File: config.mk
export PLATFORM = sky130hd
export DESIGN_NAME = mpsm_fifo
export DESIGN_NICKNAME = d
export VERILOG_FILES = /design/src/rtl/mpsm_pkg.sv /design/src/rtl/mpsm_fifo.sv
export SDC_FILE = /design/constraint.sdc
export NUM_CORES = 1
export LEC_CHECK = 0
export BUFFER_PORTS_ARGS = -buffer_cell sky130_fd_sc_hd__buf_2
export CORE_MARGIN = 2
export CORE_UTILIZATION = 60
export CTS_BUF_LIST = sky130_fd_sc_hd__clkbuf_8
export CTS_CLUSTER_DIAMETER = 50
export DETAILED_ROUTE_END_ITERATION = 8
export HOLD_SLACK_MARGIN = 0.15
export PLACE_DENSITY_LB_ADDON = 0.2
export SETUP_SLACK_MARGIN = 0.2
export SLEW_MARGIN = 30
export SYNTH_ARGS = -nofsm -noshare
export SYNTH_HDL_FRONTEND = slang
export SYNTH_SLANG_ARGS = --single-unit
export TNS_END_PERCENT = 30
File: constraint.sdc
create_clock -name clock -period 7.3 [get_ports clock]
set_input_delay 0.73 -clock clock [delete_from_list [all_inputs] [get_ports clock]]
set_output_delay 0.73 -clock clock [all_outputs]
set_load 0.01 [all_outputs]
File: src/rtl/mpsm_pkg.sv
package mpsm_pkg;

   localparam int NUM_PATTERNS_DEF = 16;
   localparam int MAX_LEN_DEF      = 32;

   localparam logic [1:0] OP_STREAM  = 2'd0;
   localparam logic [1:0] OP_PAT_BYTE = 2'd1;
   localparam logic [1:0] OP_PAT_LEN  = 2'd2;
   localparam logic [1:0] OP_NONE     = 2'd3;

   localparam logic CSR_ONCE_MODE = 1'b0;
   localparam logic CSR_PAT_COUNT = 1'b1;

   typedef struct packed {
      logic [1:0] opcode;
      logic [7:0] data_byte;
      logic       stream_end;
      logic [3:0] slot;
      logic [4:0] position;
      logic [5:0] length;
   } req_type;

   typedef struct packed {
      logic       kind;
      logic [7:0] out_byte;
      logic [3:0] match_slot;
      logic       last;
   } rsp_type;

   typedef enum logic [2:0] {
      ST_IDLE,
      ST_SCAN,
      ST_CMP,
      ST_FLUSH
   } eng_state_type;

   function automatic logic [7:0] fold(input logic [7:0] c);
      fold = (c >= 8'd65 && c <= 8'd90) ? c + 8'd32 : c;
   endfunction

endpackage

File: src/rtl/mpsm_fifo.sv
module mpsm_fifo import mpsm_pkg::*; #(
   parameter int DEPTH = 4
) (
   input  logic    clock,
   input  logic    reset,
   input  logic    in_valid,
   output logic    in_stall,
   input  req_type in_word,
   output logic    out_valid,
   input  logic    out_take,
   output req_type out_word
);
   localparam int AW = (DEPTH > 1) ? $clog2(DEPTH) : 1;

   req_type        mem_ff [DEPTH];
   logic [AW-1:0]  wr_ff, wr_in, rd_ff, rd_in;
   logic [AW:0]    cnt_ff, cnt_in;
   logic           push, pop;

   assign in_stall  = (cnt_ff == AW'(0) + (AW+1)'(DEPTH));
   assign out_valid = (cnt_ff != '0);
   assign out_word  = mem_ff[rd_ff];
   assign push      = in_valid && !in_stall;
   assign pop       = out_valid && out_take;

   always_comb begin
      wr_in  = push ? ((wr_ff == AW'(DEPTH-1)) ? '0 : wr_ff + 1'b1) : wr_ff;
      rd_in  = pop ? ((rd_ff == AW'(DEPTH-1)) ? '0 : rd_ff + 1'b1) : rd_ff;
      cnt_in = cnt_ff + (AW+1)'(push) - (AW+1)'(pop);
   end

   always_ff @(posedge clock) begin
      if (reset) begin
         wr_ff  <= '0;
         rd_ff  <= '0;
         cnt_ff <= '0;
      end else begin
         wr_ff  <= wr_in;
         rd_ff  <= rd_in;
         cnt_ff <= cnt_in;
      end
      if (push) mem_ff[wr_ff] <= in_word;
   end
endmodule

==> metrics.cfg, run 1 <==
[route]
viasPerCell=5.51
drt_iter0_markers=196
wl_um=6950
avgRoutedWirePerCell_um=19.0
drc=0
ant_nets=0
dr.pass1.iters=4
vias=2017

[clock_network]
clk_root_buffer_cell=clkbuf_8
hold_buffers=0
cts_buffer_depth=2
cts_made_buffers=17
clkLatencyLatePin_ns=0.42
cts_tree=yes
cts-resized-gates=0
clk_pin_slew_ns=0.07
cts-htree-levels=4
clkSinkCount=113
post_cts.repair.setup_buffers=0

[timing]
finalHoldViolCount=0
rsz0062_at_grt=false
slew_violations=0
setup_viol=0
period_share_pct=35.8
max_freq_ghz=0.383
worst_pin_slew_ns=0.703
slew_headroom_pct=53.1
period_needed_ns=2.61
setup_tns_ns=0
finClkSkew_ns=0.00706

[cells_and_area]
area_growth_syn_to_layout_pct=18.5
fillCellCount=426
final_net_count=295
fin_area_mm2=0.00503
stdcell_count=366
final_util_pct=73.6
n_antenna_cell=0
seq_area_mm2=0.00331
multi_input_area_um2=857
drive_gt1_share_pct=45.9

[global_routing]
grt_usage_pct=19.8
grt_max_degree=27
grt_pass1_wl_um=10600
first_global_vias=2065
antenna_found_initial=0
overflow=0

[setup_path]
r2r_end=cnt_ff[2]
cp_data_arrival_time_ns=1.88
critical_path.max_fanout=26
critical_path.max_stage_delay_ns=0.70
slowest_stage=dfxtp_4
reg2reg_depth=11
r2r-start=cnt_ff[1]
worstPathCellList=mux4_2 -> buf_2
start_kind=flop
cp_data_required_time_ns=6.57
crit_family=flip-flops
cp.depth=2
endpoint_kind=output pin
criticalPathCategory=flop to output pin
path_buf_inv=1
rrSetupSlack_ns=4.75

[power_and_ir_drop]
vdd_drop_max_mv=0.198
power_density_mw_per_mm2=357
power_mw=1.79
p_leak_nw=1.78

[die]
start_util_pct=62.1
core_area_mm2=0.00683
die_y_um=88.1
chipWidth_um=88.1
io-pin-count=58
dieArea_mm2=0.00776
num_rows=30

[logic_synthesis]
synthDistinctLibCells=27
yosys_register_bits=113
synth.most_common_cell=edfxtp_1
ys_async_sr_fraction_pct=0
mappedNetlistNets=225
synthCells=187
ys_top_cells_by_area=edfxtp_1 74%, mux4_2 14%, dfxtp_1 4.2%, ha_1 2.1%, buf_6 0.80%
yosysWarnings=0
synth_common_cells=104 x edfxtp_1, 26 x mux4_2, 9 x dfxtp_1
ys_seq_area_share_pct=77.9
avgSynthCellArea_um2=22.7
synth_top_area_share_pct=73.6
synthFlopType=edfxtp_1
synth_edf_count=104
synth.largest_area_cell=edfxtp_1
netlist_area_mm2=0.00424

[placed_design]
routabilityCongestion=0.659
dp_hpwl_um=4160
placed_area_mm2=0.00461
place_inst=334
portBuffers=57

[min_path]
hp-start=in_word[1]
hold_depth=1
holdPathEnd=mem_ff[3][1]
hold_path_class=primary input to flop

[run]
cap_violations=0

[status]
outcome=completed

metrics by stage:
step	setup WS [ns]	hold slack (ns)
2_1_floorplan	4.99	0.463
3_3_place_gp	4.80	0.475
3_5_place_dp	4.73	0.501
4_1_cts	4.33	0.494
5_1_grt	4.48	0.501
6_report	4.69	0.516
power breakdown:
part | total [mW] | switching [mW] | internal, mW
Clock | 0.603 | 0.262 | 0.341
Combinational | 0.340 | 0.163 | 0.177
Sequential | 0.851 | 0.0560 | 0.795
Total | 1.79 | 0.481 | 1.31
cell families after synthesis:
| family | after synthesis | synth area share [%] |
|---|---|---|
| simple gates | 18 | 2.54 |
| xor+xnor | 1 | 0.206 |
| compound gates | 5 | 0.885 |
| flops | 113 | 77.9 |
| mux | 27 | 14.0 |
| fa+ha+maj | 8 | 2.54 |
| buf+inv | 15 | 1.95 |
layer usage:
metal	routed length [um]	track usage (%)	up-vias
li1	-	-	909
met1	2820	24.1	1026
met2	3580	32.4	69
met3	416	7.16	13
met4	126	8.68	0
met5	0	0	-
layout make-up:
| type | count | share of cell area [%] |
|---|---|---|
| clock buffers | 17 | 4.65 |
| clock inverters | 15 | 3.66 |
| inverters | 7 | 0.523 |
| multi-input cells | 59 | 17.0 |
| flip-flops and latches | 113 | 65.8 |
| well taps | 96 | 2.39 |
| repair buffers | 59 | 5.97 |
worst max path at each step:
stage / from / endpoint / slack, ns
2_1_floorplan: cnt_ff[1] / cnt_ff[2] / 4.99
4_1_cts: flop / out_word[1] / 4.33
3_5_place_dp: out_take / cnt_ff[2] / 4.73
6_report: flop / out_word[22] / 4.69
3_3_place_gp: flop / out_word[15] / 4.80
5_1_grt: cnt_ff[1] / cnt_ff[2] / 4.48
sequential cells by signal (all words and copies together) (netlist names), named ones only:
| name | cells |
|---|---|
| rd_ff | 2 |
| cnt_ff | 3 |
| wr_ff | 2 |
| mem_ff | 104 |
cell usage in the layout, fill, tap and decap left out, types with 4 or more instances in the layout:
master | Yosys | routed
mux4_2 | 26 | 26
inv_1 | 7 | 7
buf_2 | 3 | 57
ha_1 | 7 | 7
clkbuf_8 | 0 | 17
dfxtp_1 | 9 | 8
clkinv_4 | 0 | 4
edfxtp_1 | 104 | 104
No activity file was read; power rests on OpenSTA's default activity.
==> run 2, diff against run 1 <==
- CORE_UTILIZATION: 60 -> 53
- clock period: 7.3 -> 2.3 ns (I/O delays scaled with it)
==> metrics.cfg, run 2 (synthesis results as in run 1) <==
[placed_design]
dp_hpwl_um=4090  ; was 4160 um
routabilityCongestion=0.658  ; was 0.659
placed_area_mm2=0.00467  ; was 0.00461 mm2
portBuffers=57  ; unchanged

[power_and_ir_drop]
vdd_drop_max_mv=0.599  ; was 0.198 mV
power_frac_seq_pct=45.1  ; was 47.4%
power_density_mw_per_mm2=1070  ; was 357 mW/mm2
power_mw=5.80  ; was 1.79 mW
p_comb_share_pct=23.2  ; was 19.0%
power.internal_mw=4.28  ; was 1.31 mW
p_clk_share_pct=31.7  ; was 33.6%
p_switching_mw=1.52  ; was 0.481 mW
p_leak_nw=1.92  ; was 1.78 nW
swShare_pct=26.2  ; was 26.8%

[global_routing]
grt_max_degree=27  ; unchanged
first_global_vias=2161  ; was 2065
grt_pass1_wl_um=10700  ; was 10600 um
antenna_found_initial=0  ; unchanged
grt_usage_pct=17.3  ; was 19.8%
overflow=0  ; unchanged

[cells_and_area]
final_net_count=331  ; was 295
layout_common_cells=104 x edfxtp_1, 57 x buf_2, 28 x dlygate4sd3_1  ; was 104 x edfxtp_1, 57 x buf_2, 26 x mux4_2
final_common_cell=edfxtp_1  ; unchanged
area_growth_syn_to_layout_pct=27.7  ; was 18.5%
n_antenna_cell=0  ; unchanged
multi_input_area_um2=895  ; was 857 um2
fin_area_mm2=0.00542  ; was 0.00503 mm2
fillCellCount=506  ; was 426
drive_gt1_share_pct=46.4  ; was 45.9%
reg_top3=mem_ff x104, cnt_ff x3  ; unchanged
seq_area_mm2=0.00331  ; about the same
regMostFlops=mem_ff  ; unchanged
final_util_pct=70.1  ; was 73.6%
largest_reg_flops=104  ; unchanged

[timing]
finalHoldViolCount=0  ; unchanged
slew_violations=0  ; unchanged
worst_hold_slack_ns=0.328  ; was 0.516 ns
setup_tns_ns=0  ; unchanged
slew_headroom_pct=52.5  ; was 53.1%
max_freq_ghz=0.438
finClkSkew_ns=0.00562  ; was 0.00706 ns
period_needed_ns=2.28
period_share_pct=99.2
rsz0062_at_grt=true  ; was false
setup_viol=0  ; unchanged
worst_pin_slew_ns=0.712  ; was 0.703 ns

[clock_network]
clk_root_buffer_cell=clkbuf_8  ; unchanged
clkLatencyLatePin_ns=0.40  ; was 0.42 ns
clkSinkCount=113  ; unchanged
cts-htree-levels=4  ; unchanged
cts_made_buffers=17  ; unchanged
clk_pin_slew_ns=0.07  ; about the same
cts_tree=yes  ; unchanged
cts_buffer_depth=2  ; unchanged

[die]
core_area_mm2=0.00773  ; was 0.00683 mm2
dieArea_mm2=0.00874  ; was 0.00776 mm2
start_util_pct=54.9  ; was 62.1%
chipWidth_um=93.5  ; was 88.1 um
num_rows=32  ; was 30
die_y_um=93.5  ; was 88.1 um
io-pin-count=58  ; unchanged

[route]
ant_nets=0  ; unchanged
viasPerCell=5.18  ; was 5.51
dr.pass1.iters=4  ; unchanged
drc=0  ; unchanged
vias=2112  ; was 2017
avgRoutedWirePerCell_um=17.3  ; was 19.0 um
wl_um=7070  ; was 6950 um
drt_iter0_markers=129  ; was 196

[setup_path]
criticalPathCategory=flop to flop  ; was flop to output pin
cp_data_arrival_time_ns=2.61  ; was 1.88 ns
cp_data_required_time_ns=2.63  ; was 6.57 ns
start_kind=flop  ; unchanged
endpoint_kind=flop  ; was output pin
critical_path.max_fanout=5  ; was 26

[min_path]
hold_path_class=primary input to flop  ; unchanged

[status]
outcome=completed  ; unchanged

[run]
cap_violations=0  ; unchanged

## run 2: cell types whose count changed in the layout (fill, tap and decap cells not counted), sizes merged
cell	change
dlygate4sd3	+28
inv	-2
buf	+8
clkinvlp	+2
## run 2: worst paths after layout
path / slack, ns / start / endpoint / depth (start not counted)
hold / removal: 0.33 / out_take / flop / 5
setup reg to reg: 0.02 / cnt_ff[1] / cnt_ff[2] / 11
setup / recovery: 0.02 / cnt_ff[1] / cnt_ff[2] / 11
hold reg to reg: 0.53 / rd_ff[0] / flop / 2
## run 2: metal layers
metal	part of all wire [%]	track usage, %
met1	45	21.9
met2	50	27.8
met3	4.5	5.64
met4	1.2	7.35
met5	0	0
## run 2: power groups by stage
stage                     registers, mW  logic, mW  clock network [mW]
after floorplan                    2.61      0.846                   0
after global placement             2.64       1.21                   0
after detailed placement           2.66       1.23                   0
after CTS                          2.62       1.27                1.89
after global routing               2.64       1.46                1.98
final                              2.62       1.34                1.84
## run 2: area by class of cell
class                      instances  share of cell area [%]
inverter                           7                   0.531
timing repair buffer              95                    12.0
sequential                       113                    61.1
clock buffer                      17                    4.32
tap                              102                    2.35
clock inverter                    15                    3.09
multi-input combinational         59                    16.5
## run 2: stage by stage
step | setup WS (ns) | cells
6_report | 0.0174 | 408
5_1_grt | -0.0464 | 408
4_1_cts | 0.0227 | 405
3_5_place_dp | 0.0406 | 345
3_3_place_gp | 0.115 | 345
2_1_floorplan | 0.0596 | 187
## run 2: timing repair
item	in CTS	in global routing
endpoints found under the hold margin	113	0
endpoints found under the setup margin	1	11
pin swaps	0	7
buffers inserted	0	3
resized for setup	1	12
hold buffers	28	0
## run 2: critical path, stage by stage, from the launching register on
cell and delay (ns):
dfxtp_4 0.36, or3b_4 0.39, and2_4 0.16, inv_4 0.05, ha_4 0.18, inv_2 0.06
ha_4 0.12, inv_2 0.03, fa_2 0.37, xor2_2 0.19, and2_1 0.14, nor3_1 0.15
==> run 3, diff against run 2 <==
- ABC_AREA: unset -> 1
==> metrics.cfg, run 3 <==
[power_and_ir_drop]
vdd_drop_max_mv=0.722  ; was 0.599 mV
power_density_mw_per_mm2=1140  ; was 1070 mW/mm2
p_leak_nw=2.06  ; was 1.92 nW

[logic_synthesis]
synthCells=314  ; was 187
synthFlopType=edfxtp_1  ; unchanged
yosysWarnings=0  ; unchanged
avgSynthCellArea_um2=13.8  ; was 22.7 um2
synthMuxAreaShare_pct=0  ; was 14.0%
synth-compound-area-share_pct=10.1  ; was 0.885%
yosys.area_share.simple_pct=7.63  ; was 2.54%
synth_fa_ha_area_share_pct=2.49  ; was 2.54%
yosys_register_bits=113  ; unchanged
synthDistinctLibCells=23  ; was 27
ys_top_cells_by_area=edfxtp_1 72%, nor2_1 6.0%, o21ai_0 4.9%, dfxtp_1 4.2%, o22ai_1 3.8%  ; was edfxtp_1 74%, mux4_2 14%, dfxtp_1 4.2%, ha_1 2.1%, buf_6 0.80%
synth_edf_count=104  ; unchanged
synthXorXnorAreaFrac_pct=0.202  ; was 0.206%
ys_async_sr_fraction_pct=0  ; unchanged
synth_common_cells=104 x edfxtp_1, 69 x nor2_1, 42 x o21ai_0  ; was 104 x edfxtp_1, 26 x mux4_2, 9 x dfxtp_1
synth_top_family_by_area=compound AO/OA/AOI/OAI gates  ; was multiplexers
synth.largest_area_cell=edfxtp_1  ; unchanged
synth.most_common_cell=edfxtp_1  ; unchanged
mappedNetlistNets=352  ; was 225
ys_seq_area_share_pct=76.3  ; was 77.9%
netlist_area_mm2=0.00433  ; was 0.00424 mm2
synth_top_area_share_pct=72.1  ; was 73.6%

[setup_path]
slowest_stage=dfxtp_2  ; was or3b_4
rrSetupSlack_ns=0.31  ; was 0.02 ns
worstPathCellList=buf_4 -> o21ai_0 -> o22ai_1 -> buf_2  ; was or3b_4 -> and2_4 -> inv_4 -> ha_4 -> inv_2 -> ha_4 -> inv_2 -> fa_2 -> xor2_2 -> and2_1 -> nor3_1
start_kind=flop  ; unchanged
criticalPathCategory=flop to output pin  ; was flop to flop
critical_path.max_stage_delay_ns=0.47  ; was 0.39 ns
r2r_end=cnt_ff[2]  ; unchanged
endpoint_kind=output pin  ; was flop
cp_data_arrival_time_ns=1.78  ; was 2.61 ns
cp_data_required_time_ns=2.07  ; was 2.63 ns
r2r-start=cnt_ff[1]  ; unchanged
critical_path.max_fanout=22  ; was 5
reg2reg_depth=10  ; was 11

[clock_network]
clkSinkCount=113  ; unchanged
clkLatencyLatePin_ns=0.40  ; about the same
cts_made_buffers=17  ; unchanged
clk_pin_slew_ns=0.06  ; was 0.07 ns
cts-htree-levels=4  ; unchanged
cts_buffer_depth=2  ; unchanged
cts_tree=yes  ; unchanged
clk_root_buffer_cell=clkbuf_8  ; unchanged

[placed_design]
routabilityCongestion=0.746  ; was 0.658
dp_hpwl_um=4870  ; was 4090 um
pre_cts_ws_ns=0.244  ; was 0.0406 ns
portBuffers=57  ; unchanged

[die]
chipWidth_um=94.4  ; was 93.5 um
core_area_mm2=0.00781  ; was 0.00773 mm2
io-pin-count=58  ; unchanged
num_rows=32  ; unchanged
dieArea_mm2=0.00891  ; was 0.00874 mm2
die_y_um=94.4  ; was 93.5 um
start_util_pct=55.4  ; was 54.9%

[cells_and_area]
final_net_count=454  ; was 331
final_common_cell=edfxtp_1  ; unchanged
layout_common_cells=104 x edfxtp_1, 65 x nor2_1, 57 x buf_2  ; was 104 x edfxtp_1, 57 x buf_2, 28 x dlygate4sd3_1
drive_gt1_share_pct=24.5  ; was 46.4%
area_growth_syn_to_layout_pct=26.8  ; was 27.7%
fillCellCount=555  ; was 506
largest_reg_flops=104  ; unchanged
regMostFlops=mem_ff  ; unchanged
final_util_pct=70.3  ; was 70.1%
n_antenna_cell=0  ; unchanged
reg_top3=mem_ff x104, cnt_ff x3  ; unchanged

[route]
viasPerCell=5.18  ; about the same
wl_um=8490  ; was 7070 um
dr.pass1.iters=6  ; was 4
vias=2747  ; was 2112
ant_nets=0  ; unchanged
wl_met2_um=4410  ; was 3510 um
wl_met3_um=396  ; was 321 um
m1WireLength_um=3650  ; was 3150 um
highest_layer=met4  ; unchanged
drc=0  ; unchanged
drt_iter0_markers=132  ; was 129
avgRoutedWirePerCell_um=16.0  ; was 17.3 um

[global_routing]
overflow=0  ; unchanged
antenna_found_initial=0  ; unchanged
grt_pass1_wl_um=13300  ; was 10700 um
first_global_vias=2777  ; was 2161
grt_max_degree=53  ; was 27
grt_usage_pct=20.2  ; was 17.3%

[timing]
period_needed_ns=2.01  ; was 2.28 ns
rsz0062_at_grt=true  ; unchanged
finClkSkew_ns=0.00845  ; was 0.00562 ns
slew_headroom_pct=64.7  ; was 52.5%
slew_violations=0  ; unchanged
fin_ws_ns=0.294  ; was 0.0174 ns
finalHoldViolCount=0  ; unchanged
worst_pin_slew_ns=0.528  ; was 0.712 ns
max_freq_ghz=0.498  ; was 0.438 GHz
setup_tns_ns=0  ; unchanged
period_share_pct=87.2  ; was 99.2%
setup_viol=0  ; unchanged

[status]
outcome=completed  ; unchanged

[min_path]
hold_path_class=flop to flop  ; was primary input to flop
hold_depth=2  ; was 5
hp-start=rd_ff[1]  ; was out_take

[run]
cap_violations=0  ; unchanged

run 3: changes by cell type after synthesis, moves of 3 or more:
cell     before  now
and3_2        3    0
mux4_2       26    0
inv_1         7   12
o21ai_0       0   42
nor2_1        3   69
buf_4         0    3
buf_2         3   10
o21ai_1       0   10
o22ai_1       0   26
nand2_1       1    9
run 3: timing repair:
item | CTS | global route
resized for setup | 0 | 1
endpoints found under the hold margin | 109 | 0
hold buffers | 29 | 0
endpoints found under the setup margin | 0 | 4
buffers inserted | 0 | 2
run 3: layout make-up:
type                    instances  area, um2  area share, %
repair buffers                 98        678           12.4
clock buffers                  17        234           4.26
multi-input cells             172        912           16.6
well taps                     102        128           2.33
flip-flops and latches        113       3300           60.2
clock inverters                14        174           3.17
inverters                      14       57.6           1.05
run 3: layer usage:
layer / vias to the layer above / track usage [%]
met4: 0 / 5.92
met1: 1316 / 24.3
li1: 1352 / -
met3: 5 / 6.46
met2: 74 / 35.1
met5: - / 0
run 3: cells by family after synthesis:
| family | Yosys count |
|---|---|
| flip-flops | 113 |
| AND/OR/NAND/NOR | 83 |
| AO/OA/AOI/OAI | 80 |
| buffers and inverters | 29 |
| adder cells (fa/ha/maj) | 8 |
| XOR/XNOR | 1 |
run 3: worst max path at each step:
stage                          from  slack [ns]  depth (start not counted)      endpoint
after floorplan           cnt_ff[1]        0.09                          4  mem_ff[3][0]
after global placement    cnt_ff[1]        0.35                         10     cnt_ff[2]
after detailed placement  cnt_ff[1]        0.24                         10     cnt_ff[2]
after CTS                 cnt_ff[1]        0.22                         10     cnt_ff[2]
after global routing      cnt_ff[1]        0.18                         11     cnt_ff[2]
final                          flop        0.29                          4  out_word[23]
run 3: metrics by stage:
step | cells | area, um2 | power (mW) | hold slack, ns
6_report | 530 | 5490 | 6.26 | 0.518
5_1_grt | 530 | 5490 | 6.59 | 0.545
4_1_cts | 528 | 5470 | 6.29 | 0.517
3_5_place_dp | 468 | 4770 | 4.36 | 0.444
3_3_place_gp | 468 | 4770 | 4.32 | 0.433
2_1_floorplan | 314 | 4330 | 3.72 | 0.297
run 3: where the power goes:
part	switching [mW]	internal [mW]	total, mW
sequential	0.102	2.53	2.63
combinational	1.09	0.641	1.73
clock	0.742	1.15	1.90
total	1.93	4.32	6.26
run 3: worst max-delay path, delay by kind of cell (launching register included):
family	cells	cell delay [ns]
buf+inv	2	0.49
flops	1	0.47
compound gates	2	0.40
